<file path="src/sv/dogc_ram.sv">
// generic simple dual port ram, one write and one registered read port
// used for the adjacency rows, visit order and vertex colors
// no dependencies
module dogc_ram #(
    parameter int WIDTH = 8,
    parameter int DEPTH = 64
) (
    input  logic                     i_clk,
    input  logic                     i_we,
    input  logic [$clog2(DEPTH)-1:0] i_waddr,
    input  logic [WIDTH-1:0]         i_wdata,
    input  logic [$clog2(DEPTH)-1:0] i_raddr,
    output logic [WIDTH-1:0]         o_rdata
);

    logic [WIDTH-1:0] r_mem [DEPTH];
    logic [WIDTH-1:0] r_rdata;

    // write port and registered read, read returns old data on collision
    always_ff @(posedge i_clk) begin
        if (i_we) begin
            r_mem[i_waddr] <= i_wdata;
        end
        r_rdata <= r_mem[i_raddr];
    end

    assign o_rdata = r_rdata;

endmodule

</file>
<file path="config.mk">
export PLATFORM = sky130hd
export DESIGN_NAME = dogc_ram
export DESIGN_NICKNAME = d
export VERILOG_FILES = /design/src/sv/dogc_ram.sv
export SDC_FILE = /design/constraint.sdc
export NUM_CORES = 1
export LEC_CHECK = 0
export ABC_CLOCK_PERIOD_IN_PS = 1800
export BUFFER_PORTS_ARGS = -buffer_cell sky130_fd_sc_hd__clkbuf_2
export CORE_MARGIN = 10
export CORE_UTILIZATION = 50
export DETAILED_ROUTE_END_ITERATION = 10
export PLACE_DENSITY = 0.8
export SYNTH_ARGS = -nofsm -noshare
export SYNTH_HDL_FRONTEND = slang
export SYNTH_SLANG_ARGS = --single-unit
</file>
<file path="constraint.sdc">
create_clock -name i_clk -period 1.8 [get_ports i_clk]
set_input_delay 0.09 -clock i_clk [delete_from_list [all_inputs] [get_ports i_clk]]
set_output_delay 0.09 -clock i_clk [all_outputs]
set_load 0.02 [all_outputs]
</file>
==> results of run 1 <==
==> cell type report <==
cell class | count | area, sq um
antenna | 1 | 2.502
sequential | 520 | 15530
timing repair buffer | 190 | 1508
fill | 2757 | 16130
clock inverter | 18 | 132.6
tap | 525 | 656.9
multi-input combinational | 369 | 4479
clock buffer | 69 | 1384
==> logic make-up (layout without fill, tap and decap cells) <==
kind of cell,after synthesis,after routing,share of synthesized area
other,0,1,0
multiplexers,162,162,0.1594
AO/OA/AOI/OAI,54,54,0.02072
AND/OR/NAND/NOR,153,153,0.03387
flip-flops,520,520,0.7703
buffers and inverters,51,277,0.01570
==> cell usage in the layout (no fill, tap or decap), drive strengths merged, types with 4 or more instances in the layout <==
| master | synthesis | routed |
|---|---|---|
| nor2 | 83 | 83 |
| o22ai | 8 | 8 |
| buf | 34 | 162 |
| dfxtp | 8 | 8 |
| nor3 | 7 | 7 |
| mux2 | 13 | 13 |
| a221oi | 6 | 6 |
| clkinv | 0 | 15 |
| clkbuf | 17 | 96 |
| nand2b | 7 | 7 |
| mux4 | 126 | 126 |
| edfxtp | 512 | 512 |
| a211oi | 4 | 4 |
| o221ai | 8 | 8 |
| nand3 | 13 | 13 |
| o21ai | 4 | 4 |
| mux2i | 23 | 23 |
| nor2b | 14 | 14 |
| nand2 | 19 | 19 |
==> stage by stage <==
stage | util | instance area [sq um] | total power [mW]
2_1_floorplan | - | 20170 | 14.42
3_3_place_gp | 0.5528 | 22010 | 15.05
3_5_place_dp | 0.5528 | 22010 | 15.09
4_1_cts | 0.5935 | 23640 | 24.78
5_1_grt | 0.5950 | 23700 | 25.40
6_report | 0.5951 | 23700 | 24.73
==> final timing paths <==
| kind | start | to | depth (start not counted) |
|---|---|---|---|
| setup / recovery | r_mem[24][6] | o_rdata[6] | 5 |
| setup reg to reg | r_mem[24][6] | o_rdata[6] | 5 |
| hold / removal | i_wdata[0] | r_mem[20][0] | 2 |
| hold reg to reg | r_mem[4][7] | o_rdata[7] | 4 |
==> cell usage after synthesis, types with 8 or more instances <==
library cell / number / area [sq um]
mux2i_1: 23 / 230.2
mux4_2: 126 / 2838
nand3_1: 13 / 65.06
mux2_2: 13 / 146.4
buf_4: 13 / 97.59
buf_2: 11 / 55.05
o221ai_1: 8 / 70.07
dfxtp_1: 8 / 160.2
nor2_1: 83 / 311.6
clkbuf_1: 17 / 63.81
nor2b_1: 14 / 87.58
edfxtp_1: 512 / 15370
nand2_1: 19 / 71.32
o22ai_1: 8 / 50.05
==> layer usage <==
| layer | up-vias | part of all wire | global-route usage |
|---|---|---|---|
| met4 | 2 | 0.025 | 0.05636 |
| met3 | 88 | 0.097 | 0.03810 |
| li1 | 4302 | - | - |
| met2 | 642 | 0.49 | 0.2994 |
| met1 | 5400 | 0.38 | 0.2567 |
| met5 | - | 0.00019 | 0 |
==> worst max-delay path, stage by stage (launching register included) <==
cell and delay (ns):
edfxtp_1 0.38, mux4_2 0.48, mux2_4 0.28, o221a_4 0.28
nor3_4 0.30, o32ai_2 0.15
==> power by group through the flow <==
stage | registers (mW) | clock network [mW] | logic [mW]
after floorplan | 13.7 | 0 | 0.714
after global placement | 13.7 | 0 | 1.36
after detailed placement | 13.7 | 0 | 1.40
after CTS | 13.4 | 9.90 | 1.45
after global routing | 13.4 | 10.4 | 1.56
final | 13.4 | 9.80 | 1.48
==> registers in the layout (all words and copies together), names as in the netlist <==
| name | cells |
|---|---|
| o_rdata | 8 |
| r_mem | 512 |
==> what timing repair did <==
| item | in CTS | in global routing |
|---|---|---|
| setup endpoints to repair | 8 | 8 |
| hold buffers | 1 | 0 |
| resized for setup | 20 | 11 |
| pin swaps | 4 | 6 |
| endpoints found under the hold margin | 1 | 0 |
==> impl_metrics.yaml, run 1 <==
worst_setup_path:
  cp.arrival_ns: 2.46
  end_kind: "register"
  reg2reg_slack_ns: -0.24
  crit_path_start_kind: "register"
  required_ns: 2.22
  critical_path_peak_fanout: 1
  criticalPathCategory: "register to register"
cells_and_area:
  drive_gt1_frac: 0.3525
  final_cells: 1692
  area_growth_syn_to_layout_pct: 17.51
  nets: 1152
pwr:
  sw_frac_of_total: 0.2063
  p_leak_nw: 7.726
  p_switching_mw: 5.101
  internal-power_mw: 19.62
  clockPowerShare: 0.396
  p_comb_frac: 0.060
  vdd_ir_drop_max_mv: 0.6461
  pwr-share-seq: 0.544
  p_per_area_mw_per_mm2: 1043
drt:
  totalWireLength_mm: 47.01
  postRouteAntennaNets: 0
  firstDrtPassIters: 5
  drc: 0
  viasPerCell: 6.167
  wire_per_inst_microns: 27.78
  vias: 10430
  drt_iter0_drc: 1305
global_routing:
  grt_pass1_wl_mm: 70.08
  overflow: 0
  antenna_found_initial: 2
  first_global_vias: 10680
  grt_max_degree: 65
  grtUsageTotal: 0.1876
placement:
  gp_congestion: 0.8535
  numPlacedInstances: 1604
  post-place-ws_ns: -0.5028
  port_buffers: 29
  dp_hpwl_mm: 29.13
min_path:
  hold_class: "input pin to register"
synthesis:
  synth_edf_count: 512
  ys.flop_type: "edfxtp_1"
  async_reset_ff_frac: 0
  ys_warn_count: 0
  ys_types: 40
  syn_avg_cell_area_sq_um: 21.45
  synth_seq_cells: 520
  ys_seq_area_frac: 0.7703
  syn_inst: 940
  syn_nets: 962
  synthesis.area_sq_mm: 0.02017
timing:
  slew-limit-headroom: 0.4948
  min_period_over_period: 1.133
  fin_tns_setup_ns: -0.7833
  fin_crit_ns: 2.040
  rsz0062_at_grt: "yes"
  max_freq_ghz: 0.4902
  finalHoldViolCount: 0
  finalSetupViolCount: 5
  worst_pin_slew_ns: 0.7578
  skew_ns: 0.01445
  final.setup.worst_slack_ns: -0.2401
  timing.hold.ws_ns: 0.009228
  maxSlewViolCount: 0
floorplan:
  rows: 73
  die-area_sq_mm: 0.04877
  coreArea_sq_mm: 0.03982
  die_w_microns: 220.8
  die_height_microns: 220.8
  start_util: 0.5064
  ios: 30
clock_network:
  clockBufferDepth: 3
  clk_pin_slew_ns: 0.06
  cts_root_buf: "clkbuf_16"
  cts_tree: "done"
  cts_buffers: 49
  clk_latency_ns: 0.57
  clock_sinks: 520
  cts_setup_buffers: 0
  h-tree-depth: 2
flow_run:
  maxCapViolCount: 0
outcome:
  status: "complete, but fails checks"
  violations: "negative setup slack"
Note: power is estimated with default switching activity, not from simulation.
==> inputs of run 2 (changes only) <==
--- a/config.mk
+++ b/config.mk
@@ -8,9 +8,10 @@
 export ABC_CLOCK_PERIOD_IN_PS = 1800
 export BUFFER_PORTS_ARGS = -buffer_cell sky130_fd_sc_hd__clkbuf_2
 export CORE_MARGIN = 10
-export CORE_UTILIZATION = 50
+export CORE_UTILIZATION = 56
 export DETAILED_ROUTE_END_ITERATION = 10
-export PLACE_DENSITY = 0.8
+export GPL_TIMING_DRIVEN = 0
+export PLACE_DENSITY = 0.87
 export SYNTH_ARGS = -nofsm -noshare
 export SYNTH_HDL_FRONTEND = slang
 export SYNTH_SLANG_ARGS = --single-unit
==> run 2 against run 1 <==
  * The run still ends with negative setup slack left
  * Worst hold slack improved by 0.0054 ns
  * Sequential power barely moved
  * Via count fell by 0.30%
  * Final area fell by 4.5%
  * Clock skew rose by 0.0012 ns
  * Clock power fell by 2.9%
  * Clock-buffer cell count fell by 8
  * Highest routed layer unchanged
==> impl_metrics.yaml, run 2 (same netlist as run 1, synthesis figures left out) <==
placement:
  gp_congestion: 0.9676
  post-place-ws_ns: -1.199
  dp_hpwl_mm: 29.42
  numPlacedInstances: 1422
  port_buffers: 21
  place_area_sq_mm: 0.02085
clock_network:
  h-tree-depth: 2
  clock_sinks: 520
  clk_pin_slew_ns: 0.07
  cts_buffers: 48
  clk_latency_ns: 0.57
  clockBufferDepth: 3
  cts_root_buf: "clkbuf_16"
  cts_tree: "done"
worst_setup_path:
  criticalPathCategory: "register to register"
  critical_path_peak_fanout: 1
  reg2reg_slack_ns: -0.24
  path_delay_family: "compound AO/OA/AOI/OAI gates"
  slowest_delay_ns: 0.69
  worst-path-buf-inv: 0
  required_ns: 2.22
  cp.arrival_ns: 2.45
  crit_chain: "mux4_2 > nor2b_1 > a2111oi_1 > o41ai_2"
  crit_path_start_kind: "register"
  crit_slowest_cell: "a2111oi_1"
  end_kind: "register"
drt:
  drc: 0
  postRouteAntennaNets: 0
  vias: 10400
  firstDrtPassIters: 6
  totalWireLength_mm: 48.77
  viasPerCell: 6.880
  drt_iter0_drc: 1737
  wire_per_inst_microns: 32.26
outcome:
  violations: "negative setup slack"
  status: "complete, but fails checks"
cells_and_area:
  largest_register_ffs: 512
  final_cell_mix: "edfxtp_1, mux4_2, clkbuf_16"
  drive_gt1_frac: 0.3016
  final_common_cell: "edfxtp_1"
  top_register: "r_mem"
  area_growth_syn_to_layout_pct: 12.25
  fin_util: 0.6364
  final_cells: 1512
  nets: 1037
  final_cell_area_sq_mm: 0.02264
  diodes: 0
floorplan:
  start_util: 0.5670
  coreArea_sq_mm: 0.03557
  ios: 30
  die-area_sq_mm: 0.04400
  rows: 69
  die_height_microns: 209.8
  die_w_microns: 209.8
timing:
  finalHoldViolCount: 0
  worst_pin_slew_ns: 1.388
  slew-limit-headroom: 0.07447
  maxSlewViolCount: 0
  timing.hold.ws_ns: 0.01458
  fin_crit_ns: 2.039
  finalSetupViolCount: 108
  skew_ns: 0.01560
  fin_tns_setup_ns: -5.453
  min_period_over_period: 1.133
  max_freq_ghz: 0.4904
  rsz0062_at_grt: "yes"
  final.setup.worst_slack_ns: -0.2391
global_routing:
  grtUsageTotal: 0.2208
  grt_pass1_wl_mm: 71.36
  antenna_found_initial: 1
  first_global_vias: 10470
  overflow: 0
  grt_max_degree: 65
pwr:
  p_leak_nw: 7.019
  finalPower_mw: 24.42
  vdd_ir_drop_max_mv: 0.7837
  p_per_area_mw_per_mm2: 1079
flow_run:
  maxCapViolCount: 0
min_path:
  hold_class: "input pin to register"
-- run 2: final cells by class --
cell class	instances	area [sq um]
flip-flops and latches	520	15530
well taps	461	576.8
plain buffers	51	346.6
repair buffers	25	165.2
multi-input cells	369	4573
fillers	2198	12930
clock inverters	25	168.9
clock buffers	61	1271
-- run 2: what timing repair did --
action | 4_1_cts | 5_1_grt
resized for setup | 40 | 48
setup endpoints to repair | 32 | 230
hold endpoints to repair | 2 | 18
pin swaps | 6 | 4
buffers inserted | 0 | 0
-- run 2: worst paths after layout --
| check | cells past startpoint | startpoint | to |
|---|---|---|---|
| min | 1 | i_wdata[1] | r_mem[5][1] |
| max reg2reg | 4 | r_mem[3][3] | o_rdata[3] |
| min reg2reg | 4 | r_mem[4][7] | o_rdata[7] |
| max | 4 | r_mem[3][3] | o_rdata[3] |
-- run 2: power breakdown --
| part | internal, mW | switching, mW |
|---|---|---|
| Combinational | 0.516 | 0.948 |
| Sequential | 13.4 | 0.0256 |
| Clock | 5.27 | 4.25 |
| Total | 19.2 | 5.22 |
-- run 2: routing by layer --
metal	global-route usage	part of all wire	vias up
met3	0.06028	0.13	176
li1	-	-	4077
met5	0	0.00035	-
met2	0.3388	0.47	907
met1	0.2912	0.35	5241
met4	0.1010	0.053	2
